==> config.mk <==
export PLATFORM = sky130hd
export DESIGN_NAME = key_release_blink_code_generator
export DESIGN_NICKNAME = d
export VERILOG_FILES = /design/src/design/krbcg_pkg.sv /design/src/design/krbcg_front.sv /design/src/design/krbcg_queue.sv /design/src/design/krbcg_back.sv /design/src/design/key_release_blink_code_generator.sv
export SDC_FILE = /design/constraint.sdc
export NUM_CORES = 1
export LEC_CHECK = 0
export BUFFER_PORTS_ARGS = -buffer_cell sky130_fd_sc_hd__buf_4
export CORE_UTILIZATION = 30
export CTS_CLUSTER_DIAMETER = 50
export DETAILED_ROUTE_END_ITERATION = 8
export PLACE_DENSITY = 0.53
export RECOVER_POWER = 100
export SLEW_MARGIN = 20
export SYNTH_ARGS = -nofsm -noshare
export SYNTH_HDL_FRONTEND = slang
export SYNTH_SLANG_ARGS = --single-unit
==> constraint.sdc <==
create_clock -name clk -period 6.85 [get_ports clk]
set_input_delay 1.37 -clock clk [delete_from_list [all_inputs] [get_ports clk]]
set_output_delay 1.37 -clock clk [all_outputs]
set_load 0.05 [all_outputs]
==> src/design/krbcg_pkg.sv <==
// shared types, constants and codes for the key release blink code generator
package krbcg_pkg;

  localparam int FIFO_DEPTH = 16;
  localparam int PTR_W      = (FIFO_DEPTH > 1) ? $clog2(FIFO_DEPTH) : 1;
  localparam int CNT_W      = $clog2(FIFO_DEPTH + 1);
  localparam int KEYS       = 4;
  localparam int CODE_W     = 2;
  localparam int TIME_W     = 32;
  localparam int QUEUED_W   = 5;
  localparam int CFG_IDX_W  = 2;

  localparam logic [TIME_W-1:0] HIGH_TIME_RST  = TIME_W'(1280);
  localparam logic [TIME_W-1:0] LOW_TIME_RST   = TIME_W'(1920);
  localparam logic [TIME_W-1:0] PAUSE_TIME_RST = TIME_W'(32000);

  localparam logic [CFG_IDX_W-1:0] CFG_HIGH_TIME  = 2'd0;
  localparam logic [CFG_IDX_W-1:0] CFG_LOW_TIME   = 2'd1;
  localparam logic [CFG_IDX_W-1:0] CFG_PAUSE_TIME = 2'd2;

  typedef enum logic [1:0] {
    PH_READY = 2'd0,
    PH_HIGH  = 2'd1,
    PH_LOW   = 2'd2,
    PH_PAUSE = 2'd3
  } phase_t;

  typedef struct packed {
    logic [KEYS-1:0]   key_pins;
    logic [TIME_W-1:0] now;
  } in_word_t;

  typedef struct packed {
    logic                led_on;
    logic [QUEUED_W-1:0] queued;
    logic                dropped;
  } out_word_t;

  // one classified round between front and back
  typedef struct packed {
    logic [KEYS-1:0]   released;
    logic [TIME_W-1:0] now;
  } round_t;

endpackage

==> src/design/krbcg_front.sv <==
// front end: edge detection of key releases per round
module krbcg_front (
  input  logic                clk,
  input  logic                rst_n,
  input  logic                in_valid,
  output logic                in_ready,
  input  krbcg_pkg::in_word_t in_data,
  output logic                q_valid,
  input  logic                q_ready,
  output krbcg_pkg::round_t   q_data
);
  import krbcg_pkg::*;

  logic [KEYS-1:0] prev_pressed_r;
  logic [KEYS-1:0] prev_pressed_nxt;
  logic            take;

  assign in_ready = q_ready;
  assign q_valid  = in_valid;
  assign take     = in_valid && q_ready;

  // pins are active low: a release is pressed last round and high now
  assign q_data.released = prev_pressed_r & in_data.key_pins;
  assign q_data.now      = in_data.now;

  always_comb begin
    prev_pressed_nxt = prev_pressed_r;
    if (take) begin
      prev_pressed_nxt = ~in_data.key_pins;
    end
  end

  always_ff @(posedge clk) begin
    if (!rst_n) begin
      prev_pressed_r <= '0;
    end else begin
      prev_pressed_r <= prev_pressed_nxt;
    end
  end

endmodule

==> src/design/krbcg_queue.sv <==
// two-entry round queue between front and back
module krbcg_queue (
  input  logic              clk,
  input  logic              rst_n,
  input  logic              wr_valid,
  output logic              wr_ready,
  input  krbcg_pkg::round_t wr_data,
  output logic              rd_valid,
  input  logic              rd_ready,
  output krbcg_pkg::round_t rd_data
);
  import krbcg_pkg::*;

  round_t     entry_r [2];
  logic       wr_ptr_r;
  logic       wr_ptr_nxt;
  logic       rd_ptr_r;
  logic       rd_ptr_nxt;
  logic [1:0] count_r;
  logic [1:0] count_nxt;
  logic       push;
  logic       pop;

  assign wr_ready = (count_r != 2'd2);
  assign rd_valid = (count_r != 2'd0);
  assign rd_data  = entry_r[rd_ptr_r];
  assign push     = wr_valid && wr_ready;
  assign pop      = rd_valid && rd_ready;

  always_comb begin
    wr_ptr_nxt = push ? ~wr_ptr_r : wr_ptr_r;
    rd_ptr_nxt = pop ? ~rd_ptr_r : rd_ptr_r;
    count_nxt  = count_r;
    if (push && !pop) begin
      count_nxt = count_r + 2'd1;
    end else if (pop && !push) begin
      count_nxt = count_r - 2'd1;
    end
  end

  always_ff @(posedge clk) begin
    if (!rst_n) begin
      wr_ptr_r <= 1'b0;
      rd_ptr_r <= 1'b0;
      count_r  <= 2'd0;
    end else begin
      wr_ptr_r <= wr_ptr_nxt;
      rd_ptr_r <= rd_ptr_nxt;
      count_r  <= count_nxt;
    end
  end

  always_ff @(posedge clk) begin
    if (push) begin
      entry_r[wr_ptr_r] <= wr_data;
    end
  end

endmodule

==> src/design/krbcg_back.sv <==
// back end: key fifo, led sequencer, timing registers and result register
module krbcg_back (
  input  logic                           clk,
  input  logic                           rst_n,
  input  logic                           cfg_valid,
  input  logic [krbcg_pkg::CFG_IDX_W-1:0] cfg_index,
  input  logic [krbcg_pkg::TIME_W-1:0]   cfg_data,
  input  logic                           q_valid,
  output logic                           q_ready,
  input  krbcg_pkg::round_t              q_data,
  output logic                           out_valid,
  input  logic                           out_ready,
  output krbcg_pkg::out_word_t           out_data
);
  import krbcg_pkg::*;

  logic [TIME_W-1:0] high_time_r;
  logic [TIME_W-1:0] low_time_r;
  logic [TIME_W-1:0] pause_time_r;

  logic [CODE_W-1:0] store_r   [FIFO_DEPTH];
  logic [CODE_W-1:0] store_nxt [FIFO_DEPTH];
  logic [PTR_W-1:0]  head_r;
  logic [PTR_W-1:0]  head_nxt;
  logic [CNT_W-1:0]  fill_r;
  logic [CNT_W-1:0]  fill_nxt;

  phase_t            phase_r;
  phase_t            phase_nxt;
  logic [CODE_W-1:0] pulses_r;
  logic [CODE_W-1:0] pulses_nxt;
  logic [TIME_W-1:0] start_r;
  logic [TIME_W-1:0] start_nxt;
  logic              led_r;
  logic              led_nxt;

  logic              out_valid_r;
  logic              out_valid_nxt;
  out_word_t         out_word_r;

  logic              take;
  logic [CNT_W-1:0]  cnt;
  logic              drop;
  logic              have_first;
  logic [CODE_W-1:0] first_code;
  logic [TIME_W-1:0] elapsed;

  function automatic logic [PTR_W-1:0] wrap_add(logic [PTR_W-1:0] base,
                                                logic [CNT_W-1:0] off);
    logic [CNT_W:0] sum;
    sum = (CNT_W+1)'(base) + (CNT_W+1)'(off);
    if (sum >= (CNT_W+1)'(FIFO_DEPTH)) begin
      sum = sum - (CNT_W+1)'(FIFO_DEPTH);
    end
    return PTR_W'(sum);
  endfunction

  assign take      = q_valid && (!out_valid_r || out_ready);
  assign q_ready   = !out_valid_r || out_ready;
  assign out_valid = out_valid_r;
  assign out_data  = out_word_r;

  // pushes in key order, then at most one sequencer step
  always_comb begin
    cnt        = fill_r;
    drop       = 1'b0;
    have_first = 1'b0;
    first_code = '0;
    store_nxt  = store_r;
    for (int k = 0; k < KEYS; k++) begin
      if (q_data.released[KEYS-1-k]) begin
        if (cnt < CNT_W'(FIFO_DEPTH)) begin
          store_nxt[wrap_add(head_r, cnt)] = CODE_W'(k);
          if (!have_first) begin
            have_first = 1'b1;
            first_code = CODE_W'(k);
          end
          cnt = cnt + CNT_W'(1);
        end else begin
          drop = 1'b1;
        end
      end
    end
  end

  assign elapsed = q_data.now - start_r;

  always_comb begin
    phase_nxt  = phase_r;
    pulses_nxt = pulses_r;
    start_nxt  = start_r;
    led_nxt    = led_r;
    head_nxt   = head_r;
    fill_nxt   = cnt;
    unique case (phase_r)
      PH_HIGH: begin
        if (elapsed >= high_time_r) begin
          phase_nxt = PH_LOW;
          led_nxt   = 1'b0;
          start_nxt = q_data.now;
        end
      end
      PH_LOW: begin
        if (elapsed >= low_time_r) begin
          if (pulses_r != '0) begin
            pulses_nxt = pulses_r - CODE_W'(1);
            phase_nxt  = PH_HIGH;
            led_nxt    = 1'b1;
          end else begin
            phase_nxt = PH_PAUSE;
          end
          start_nxt = q_data.now;
        end
      end
      PH_PAUSE: begin
        if (elapsed >= pause_time_r) begin
          phase_nxt = PH_READY;
        end
      end
      PH_READY: begin
        if (cnt != '0) begin
          // an empty fifo hands over the word pushed this round
          pulses_nxt = (fill_r == '0) ? first_code : store_r[head_r];
          head_nxt   = wrap_add(head_r, CNT_W'(1));
          fill_nxt   = cnt - CNT_W'(1);
          phase_nxt  = PH_HIGH;
          led_nxt    = 1'b1;
          start_nxt  = q_data.now;
        end
      end
      default: begin
        phase_nxt = PH_READY;
      end
    endcase
  end

  always_comb begin
    out_valid_nxt = out_valid_r;
    if (take) begin
      out_valid_nxt = 1'b1;
    end else if (out_ready) begin
      out_valid_nxt = 1'b0;
    end
  end

  always_ff @(posedge clk) begin
    if (!rst_n) begin
      phase_r <= PH_READY;
    end else if (take) begin
      phase_r <= phase_nxt;
    end
  end

  always_ff @(posedge clk) begin
    if (!rst_n) begin
      pulses_r    <= '0;
      start_r     <= '0;
      led_r       <= 1'b0;
      head_r      <= '0;
      fill_r      <= '0;
      out_valid_r <= 1'b0;
    end else begin
      out_valid_r <= out_valid_nxt;
      if (take) begin
        pulses_r <= pulses_nxt;
        start_r  <= start_nxt;
        led_r    <= led_nxt;
        head_r   <= head_nxt;
        fill_r   <= fill_nxt;
      end
    end
  end

  always_ff @(posedge clk) begin
    if (take) begin
      store_r            <= store_nxt;
      out_word_r.led_on  <= led_nxt;
      out_word_r.queued  <= QUEUED_W'(fill_nxt);
      out_word_r.dropped <= drop;
    end
  end

  always_ff @(posedge clk) begin
    if (!rst_n) begin
      high_time_r  <= HIGH_TIME_RST;
      low_time_r   <= LOW_TIME_RST;
      pause_time_r <= PAUSE_TIME_RST;
    end else if (cfg_valid) begin
      case (cfg_index)
        CFG_HIGH_TIME:  high_time_r  <= cfg_data;
        CFG_LOW_TIME:   low_time_r   <= cfg_data;
        CFG_PAUSE_TIME: pause_time_r <= cfg_data;
        default: begin
        end
      endcase
    end
  end

endmodule

==> src/design/key_release_blink_code_generator.sv <==
// Key release blink code generator: top level. Each input word is one round
// of four active-low key pins plus the free-running timer; every round gives
// exactly one result word. A new round is taken every clock while results
// are taken: the front part detects releases and hands the round through a
// two-entry queue to the back part, whose 16-entry key fifo and led sequencer
// finish the round, one wrapping 32-bit compare of elapsed time per round.
// A round is registered in the queue and then in the back part's result
// register before its result can be taken. A waiting result holds in an
// output register; meanwhile up to two more rounds fill the queue, and
// then the input stalls. Timing registers (0 high time, 1 low time, 2 pause
// time) are always ready and apply to every round the back part handles after
// the write, so write them only while no round is in flight; other indexes
// are ignored.
module key_release_blink_code_generator (
  input  logic                            clk,
  input  logic                            rst_n,
  input  logic                            in_valid,
  output logic                            in_ready,
  input  krbcg_pkg::in_word_t             in_data,
  output logic                            out_valid,
  input  logic                            out_ready,
  output krbcg_pkg::out_word_t            out_data,
  input  logic                            cfg_valid,
  output logic                            cfg_ready,
  input  logic [krbcg_pkg::CFG_IDX_W-1:0] cfg_index,
  input  logic [krbcg_pkg::TIME_W-1:0]    cfg_data
);
  import krbcg_pkg::*;

  logic   f_valid;
  logic   f_ready;
  round_t f_data;
  logic   b_valid;
  logic   b_ready;
  round_t b_data;

  assign cfg_ready = 1'b1;

  krbcg_front u_front (
    .clk      (clk),
    .rst_n    (rst_n),
    .in_valid (in_valid),
    .in_ready (in_ready),
    .in_data  (in_data),
    .q_valid  (f_valid),
    .q_ready  (f_ready),
    .q_data   (f_data)
  );

  krbcg_queue u_queue (
    .clk      (clk),
    .rst_n    (rst_n),
    .wr_valid (f_valid),
    .wr_ready (f_ready),
    .wr_data  (f_data),
    .rd_valid (b_valid),
    .rd_ready (b_ready),
    .rd_data  (b_data)
  );

  krbcg_back u_back (
    .clk       (clk),
    .rst_n     (rst_n),
    .cfg_valid (cfg_valid),
    .cfg_index (cfg_index),
    .cfg_data  (cfg_data),
    .q_valid   (b_valid),
    .q_ready   (b_ready),
    .q_data    (b_data),
    .out_valid (out_valid),
    .out_ready (out_ready),
    .out_data  (out_data)
  );

endmodule

==> impl_metrics.env, run 1 <==
export IMPL_nFillCells=5381
export IMPL_synth_simple_area_share_pct=15.1
export IMPL_viasPerCell=5.12
export IMPL_worstSetupPathType="flip-flop to flip-flop"
export IMPL_drv_slew=214
export IMPL_drive_gt1_share_pct=10.3
export IMPL_rows=83
export IMPL_initial_utilization_pct=30.6
export IMPL_grt_pass1_wl_mm=69.8
export IMPL_path_clk_slew_ns=0.05
export IMPL_hold_violations=0
export IMPL_critPathLaunchType="flip-flop"
export IMPL_dp_hpwl_mm=31.6
export IMPL_clk_path_buf_depth=3
export IMPL_critPathRequiredTime_ns=7.32
export IMPL_die_h_um=232
export IMPL_drv_cap=6
export IMPL_crit_fanout=32
export IMPL_cts_htree_levels=2
export IMPL_timing_slew_headroom_pct=-54.1
export IMPL_synth_top_family_by_area="compound AO/OA/AOI/OAI gates"
export IMPL_synth_edf_count=111
export IMPL_die_x_um=232
export IMPL_antenna_found_initial=1
export IMPL_cp_end_kind="flip-flop"
export IMPL_nets=2032
export IMPL_netlist_instances=1729
export IMPL_first_global_vias=13000
export IMPL_drt_iter0_drc=745
export IMPL_yosys_warnings=0
export IMPL_synth_nets=1962
export IMPL_insertion_delay_ns=0.56
export IMPL_status="finished, violations left"
export IMPL_ys_seq_elements=263
export IMPL_areaGrowthSynthToFinish_pct=15.4
export IMPL_drt_pass1_iterations=6
export IMPL_drtAntennaViolNets=0
export IMPL_die_area_sq_mm=0.0537
export IMPL_fin_skew_ns=0.0130
export IMPL_rsz0062_at_grt="false"
export IMPL_cp_arrival_ns=6.85
export IMPL_synth_compound_area_share_pct=18.0
export IMPL_synth_async_reset_ratio_pct=0
export IMPL_port_buffers=83
export IMPL_core_sq_mm=0.0517
export IMPL_violations="max-capacitance violations, max-slew violations"
export IMPL_setup_viol=0
export IMPL_powerDensity_mw_per_mm2=512
export IMPL_synth_mux_area_share_pct=4.48
export IMPL_synthXorXnorAreaFrac_pct=3.78
export IMPL_fin_crit_sh_pct=93.1
export IMPL_worstMarginPinSlew_ns=2.31
export IMPL_drc=0
export IMPL_dominantRegCellSynth="dfxtp_1"
export IMPL_worstHoldStart="u_back.pause_time_r[25]$_SDFFE_PN0P_"
export IMPL_grt_max_degree=80
export IMPL_wire_per_inst_um=17.6
export IMPL_cts_tree="done"
export IMPL_ios=85
export IMPL_ir_drop_uv=239
export IMPL_min_path_type="flip-flop to flip-flop"
export IMPL_seq_area_frac_synth_pct=40.3
export IMPL_vias=12800
export IMPL_grt_overflow_total=0
export IMPL_synthesis_area_per_instance_sq_um=9.16
export IMPL_synthAdderAreaFrac_pct=12.7
export IMPL_timing_final_crit_period_ns=6.38
export IMPL_grt_usage_pct=16.4
export IMPL_finalWirelength_mm=44.2
export IMPL_max_clock_freq_ghz=0.157
export IMPL_ctsHoldBuffers=0
export IMPL_finalPower_w=0.00935
export IMPL_synth_cell_types=82
export IMPL_numCtsBuffers=38
export IMPL_place_congestion=0.879
export IMPL_p_leak_nw=6.91
export IMPL_clock_sinks=263
export IMPL_fin_setup_tns_ns=0
export IMPL_synth_area_sq_mm=0.0158
export IMPL_cts_root_buf="clkbuf_16"
path summary, 6_finish.rpt:
kind                                                              to  slack, ns  depth (start not counted)
worst max register to register        u_back.start_r[0]$_SDFFE_PN0P_       0.47                         24
worst max-delay path                  u_back.start_r[0]$_SDFFE_PN0P_       0.47                         24
worst min register to register  u_back.pause_time_r[25]$_SDFFE_PN0P_       0.45                          2
worst min-delay path            u_back.pause_time_r[25]$_SDFFE_PN0P_       0.45                          2
what timing repair did:
item                       CTS  global route
resized for setup            0             6
buffers inserted             0             3
setup endpoints to repair    0            32
sequential cells by signal (all words and copies together) (netlist names), named ones only:
signal and flops:
u_back.fill_r 5, u_back.head_r 4, u_back.high_time_r 32, u_back.led_r 1, u_back.low_time_r 32, u_back.out_data 7, u_back.out_valid 1, u_back.pause_time_r 32
u_back.phase_r 2, u_back.pulses_r 2, u_back.start_r 32, u_back.store_r 32, u_front.prev_pressed_r 4, u_queue.count_r 2, u_queue.entry_r 72, u_queue.rd_ptr_r 1
u_queue.wr_ptr_r 1
cell usage after synthesis, types with 35 or more instances:
cell,n,area share (%)
nand2_1,276,6.5
ha_1,153,12
inv_1,153,3.6
a21oi_1,152,4.8
dfxtp_1,152,19
edfxtp_1,111,21
nor2_1,80,1.9
a21o_1,55,2.6
o21ai_0,51,1.6
clkbuf_1,47,1.1
nand3_1,45,1.4
xnor2_1,41,2.3
mux2_2,35,2.5
kinds of logic after synthesis:
group | count (synthesis)
simple gates | 528
other cells | 1
xor+xnor | 65
flops | 263
buf+inv | 225
mux | 54
fa+ha+maj | 158
compound gates | 435
cells in the final DEF, fill, tap and decap left out, types with 5 or more instances in the layout:
cell type / synthesis / final
mux2_2: 35 / 35
nand2_1: 276 / 276
xnor2_1: 41 / 42
mux4_2: 10 / 10
o221ai_1: 12 / 12
inv_1: 153 / 153
nor2b_1: 11 / 11
and3_1: 10 / 10
o211ai_1: 32 / 32
o2111ai_1: 5 / 5
nand3_1: 45 / 45
mux2i_1: 9 / 9
or3_1: 11 / 11
and2_0: 0 / 6
a211oi_1: 14 / 14
o21a_1: 13 / 13
ha_1: 153 / 153
nand4_1: 22 / 22
xor2_1: 21 / 21
clkbuf_4: 0 / 14
o31ai_1: 33 / 33
nand2b_1: 16 / 16
clkinv_2: 0 / 6
nor2_1: 80 / 79
dfxtp_1: 152 / 151
a21o_1: 55 / 55
edfxtp_1: 111 / 111
a31oi_1: 6 / 5
fa_1: 5 / 5
o21ai_0: 51 / 53
a21oi_1: 152 / 152
nor3_1: 18 / 18
o22ai_1: 15 / 15
buf_4: 5 / 43
clkbuf_1: 47 / 47
clkbuf_16: 0 / 41
stage by stage:
step / instance area, sq um / std cells / util, % / hold slack [ns] / setup WS [ns]
3_5_place_dp: 17100 / 2434 / 33.1 / 0.448 / 0.414
5_1_grt: 18300 / 2509 / 35.4 / 0.472 / 0.0135
6_report: 18300 / 2509 / 35.4 / 0.453 / 0.473
4_1_cts: 18400 / 2503 / 35.6 / 0.456 / 0.368
2_1_floorplan: 15800 / 1729 / - / 0.436 / 0.759
3_3_place_gp: 17100 / 2434 / 33.1 / 0.444 / 0.496
layer usage:
| layer | GRT usage, % | share of wire [%] |
|---|---|---|
| met5 | 0 | 0 |
| met2 | 29.5 | 51 |
| met3 | 2.60 | 4.0 |
| met4 | 6.11 | 2.7 |
| met1 | 19.6 | 43 |
worst max-delay path: stages (launching register included):
cell	delay (ns)
dfxtp_2	0.45
mux2i_1	0.31
ha_1	0.21
inv_1	0.06
fa_1	0.40
a21o_1	0.17
a21oi_1	0.24
o21ai_0	0.17
a2111o_1	0.46
a221o_1	0.36
a31oi_2	0.29
nor4_1	0.10
o22ai_1	0.27
o21ai_0	0.14
xor2_1	0.20
ha_1	0.30
nand2_1	0.06
or3_1	0.39
or3_1	0.39
o221ai_1	0.30
nor4bb_4	0.37
buf_4	0.16
clkbuf_16	0.20
nor2_1	0.07
a211oi_2	0.18
power by group:
group          internal [W]  switching [W]  leakage (nW)
combinational       0.00199        0.00316          3.98
sequential          0.00206       0.000149          2.29
clock               0.00123       0.000768         0.636
total               0.00528        0.00408          6.91
layout make-up:
cell class	count	area [sq um]	share of cell area, %
inverter	155	584	3.20
clock inverter	19	214	1.17
sequential	263	6380	34.9
multi-input combinational	1241	8560	46.8
timing repair buffer	100	629	3.44
antenna	1	2.50	0.0137
tap	680	851	4.65
clock buffer	50	1070	5.84
No activity file was read; power rests on OpenSTA's default activity.
==> run 2, diff against run 1 <==
--- a/config.mk
+++ b/config.mk
@@ -14,4 +14,5 @@
 export SLEW_MARGIN = 20
 export SYNTH_ARGS = -nofsm -noshare
 export SYNTH_HDL_FRONTEND = slang
+export SYNTH_HIERARCHICAL = 1
 export SYNTH_SLANG_ARGS = --single-unit
==> run 2 against run 1 <==
Flip-flop and latch count unchanged. Sequential share of layout area decreased by 0.32 points. Cell count increased by 1.4%. Cell area increased by 0.90%. Core utilization decreased by 0.60 points. Synthesized cell count increased by 2.9%. The run still ends with max-capacitance violations, max-slew violations left. First-iteration DRC count decreased by 5.6%. Routed wire length decreased by 4.2%. Highest routed layer is now met5. Global-route usage decreased by 1.1 points. Setup slack improved by 0.11 ns.
==> impl_metrics.env, run 2 <==
export IMPL_cts_tree="done"
export IMPL_die_x_um=235
export IMPL_ios=85
export IMPL_cts_root_buf="clkbuf_16"
export IMPL_yosys_warnings=6
export IMPL_grt_pass1_wl_mm=67.8
export IMPL_status="finished, violations left"
export IMPL_drtAntennaViolNets=0
export IMPL_timing_slew_headroom_pct=-187
export IMPL_place_congestion=0.881
export IMPL_critPathRequiredTime_ns=7.26
export IMPL_drv_cap=6
export IMPL_synth_area_sq_mm=0.0163
export IMPL_fin_setup_tns_ns=0
export IMPL_antenna_found_initial=3
export IMPL_seqCellArea_sq_mm=0.00638
export IMPL_largest_reg_flops=72
export IMPL_dp_hpwl_mm=30.8
export IMPL_areaGrowthSynthToFinish_pct=13.5
export IMPL_path_clk_slew_ns=0.06
export IMPL_fin_skew_ns=0.0183
export IMPL_final_common_cell="nand2_1"
export IMPL_min_path_type="flip-flop to flip-flop"
export IMPL_clk_path_buf_depth=3
export IMPL_multi_input_area_sq_mm=0.00874
export IMPL_critPathLaunchType="flip-flop"
export IMPL_r2r_end="u_back/start_r[6]$_SDFFE_PN0P_"
export IMPL_synthTopCellsByArea="edfxtp_1 21%, dfxtp_1 19%, ha_1 12%"
export IMPL_netlist_instances=1780
export IMPL_viasPerCell=4.93
export IMPL_fin_crit_sh_pct=91.5
export IMPL_die_area_sq_mm=0.0551
export IMPL_grt_usage_pct=15.4
export IMPL_worstHoldStart="u_back/low_time_r[12]$_SDFFE_PN0P_"
export IMPL_hold_violations=0
export IMPL_drv_slew=320
export IMPL_largest_register="u_queue/entry_r"
export IMPL_synth_cell_types=86
export IMPL_max_clock_freq_ghz=0.160
export IMPL_finalWirelength_mm=42.3
export IMPL_synth_async_reset_ratio_pct=0
export IMPL_grt_max_degree=101
export IMPL_dominantRegCellSynth="dfxtp_1"
export IMPL_cp_end_kind="flip-flop"
export IMPL_yosysTopAreaCell="edfxtp_1"
export IMPL_layout_setup_ws_ns=0.582
export IMPL_yosysMostFrequentCell="nand2_1"
export IMPL_worst_hold_path_num_cells=2
export IMPL_drt_iter0_drc=703
export IMPL_synthTopCellsByCount="351 x nand2_1, 158 x a21oi_1, 154 x inv_1"
export IMPL_first_global_vias=12300
export IMPL_setup_viol=0
export IMPL_post_place_ws_ns=0.339
export IMPL_die_h_um=235
export IMPL_rsz0062_at_grt="false"
export IMPL_numCtsBuffers=38
export IMPL_drive_gt1_share_pct=10.4
export IMPL_cp_arrival_ns=6.68
export IMPL_worstMarginPinSlew_ns=4.30
export IMPL_layout_common_cells="351 x nand2_1, 158 x a21oi_1, 155 x inv_1"
export IMPL_cts_htree_levels=2
export IMPL_drc=0
export IMPL_rows=84
export IMPL_initial_utilization_pct=30.6
export IMPL_clock_sinks=263
export IMPL_synth_nets=2013
export IMPL_violations="max-capacitance violations, max-slew violations"
export IMPL_ys_seq_elements=263
export IMPL_crit_fanout=32
export IMPL_timing_final_crit_period_ns=6.27
export IMPL_nets=2058
export IMPL_synthesis_area_per_instance_sq_um=9.13
export IMPL_seq_area_frac_synth_pct=39.2
export IMPL_nFillCells=5342
export IMPL_ctsHoldBuffers=0
export IMPL_worstSetupPathType="flip-flop to flip-flop"
export IMPL_crit_end="u_back/start_r[6]$_SDFFE_PN0P_"
export IMPL_drt_pass1_iterations=7
export IMPL_ff2ff_path_depth=24
export IMPL_vias=12500
export IMPL_wire_per_inst_um=16.6
export IMPL_reg2reg_slack_ns=0.58
export IMPL_synth_edf_count=111
export IMPL_core_sq_mm=0.0531
export IMPL_port_buffers=83
export IMPL_netlist_area_leader_share_pct=20.5
export IMPL_grt_overflow_total=0
export IMPL_insertion_delay_ns=0.56
run 2: cell types whose count changed after synthesis, sizes merged, moves of 7 or more:
cell / before / now
buf: 23 / 51
o31ai: 34 / 2
nor3: 18 / 9
a211oi: 17 / 10
clkbuf: 47 / 40
o22ai: 15 / 1
mux2i: 9 / 45
nand3: 45 / 19
nor2: 81 / 70
nand2: 277 / 351
a21o: 55 / 44
run 2: layout make-up:
type	instances	share of cell area, %
multi-input combinational	1267	47.4
sequential	263	34.6
clock buffer	46	5.54
tap	688	4.67
timing repair buffer	96	3.23
inverter	159	3.23
clock inverter	23	1.38
antenna	1	0.0136
run 2: stage by stage:
stage | area (sq um) | cells | hold WS (ns) | util, %
finish | 18500 | 2543 | 0.452 | 34.8
global route | 18500 | 2543 | 0.470 | 34.8
CTS | 18600 | 2542 | 0.454 | 35.0
detailed placement | 17300 | 2473 | 0.446 | 32.6
global placement | 17300 | 2473 | 0.442 | 32.6
floorplan | 16300 | 1780 | 0.435 | -
run 2: worst max-delay path: stages (launching register included):
cell and delay [ns]:
dfxtp_1 0.47, mux2_1 0.38, inv_1 0.07, ha_1 0.17, inv_1 0.07, fa_1 0.41, a21o_1 0.17, a21oi_1 0.26
o21ai_0 0.21, a41o_1 0.28, o21a_1 0.25, a221oi_1 0.25, buf_4 0.18, o21ai_0 0.13, a221oi_1 0.39, xnor2_1 0.23
ha_1 0.29, and2_0 0.17, a221o_1 0.35, nor4_1 0.22, a31oi_1 0.11, a31oi_1 0.26, a21oi_1 0.18, and3b_4 0.40
mux2i_1 0.19
run 2: cells by family after synthesis:
logic type	synth area share (%)
compound gates	15.0
simple gates	15.8
buf+inv	7.03
other cells	0.0231
fa+ha+maj	12.4
flops	39.2
xor+xnor	3.79
mux	6.73
run 2: worst min path at each step:
stage                                                     to  slack, ns
after floorplan              u_back/start_r[10]$_SDFFE_PN0P_       0.43
after global placement       u_back/start_r[13]$_SDFFE_PN0P_       0.44
after detailed placement  u_back/low_time_r[12]$_SDFFE_PN0P_       0.45
after CTS                 u_back/low_time_r[12]$_SDFFE_PN0P_       0.45
after global routing          u_back/start_r[4]$_SDFFE_PN0P_       0.47
final                     u_back/low_time_r[12]$_SDFFE_PN0P_       0.45
run 2: timing repair:
| action | in CTS | in global routing |
|---|---|---|
| gates resized for setup | 0 | 1 |
| setup buffers | 0 | 0 |
| setup endpoints to repair | 0 | 32 |
| endpoints found under the hold margin | 0 | 0 |
run 2: routing by layer:
layer	GRT usage, %	wire, um	vias up
met3	2.57	1970	76
met2	23.1	17800	261
li1	-	-	6302
met5	0	23	-
met1	21.8	21200	5905
met4	6.18	1300	4
Power of run 2 is left out: the tool's default activity adds up to more than one toggle a clock period on the data nets, which glitch-free logic cannot reach.
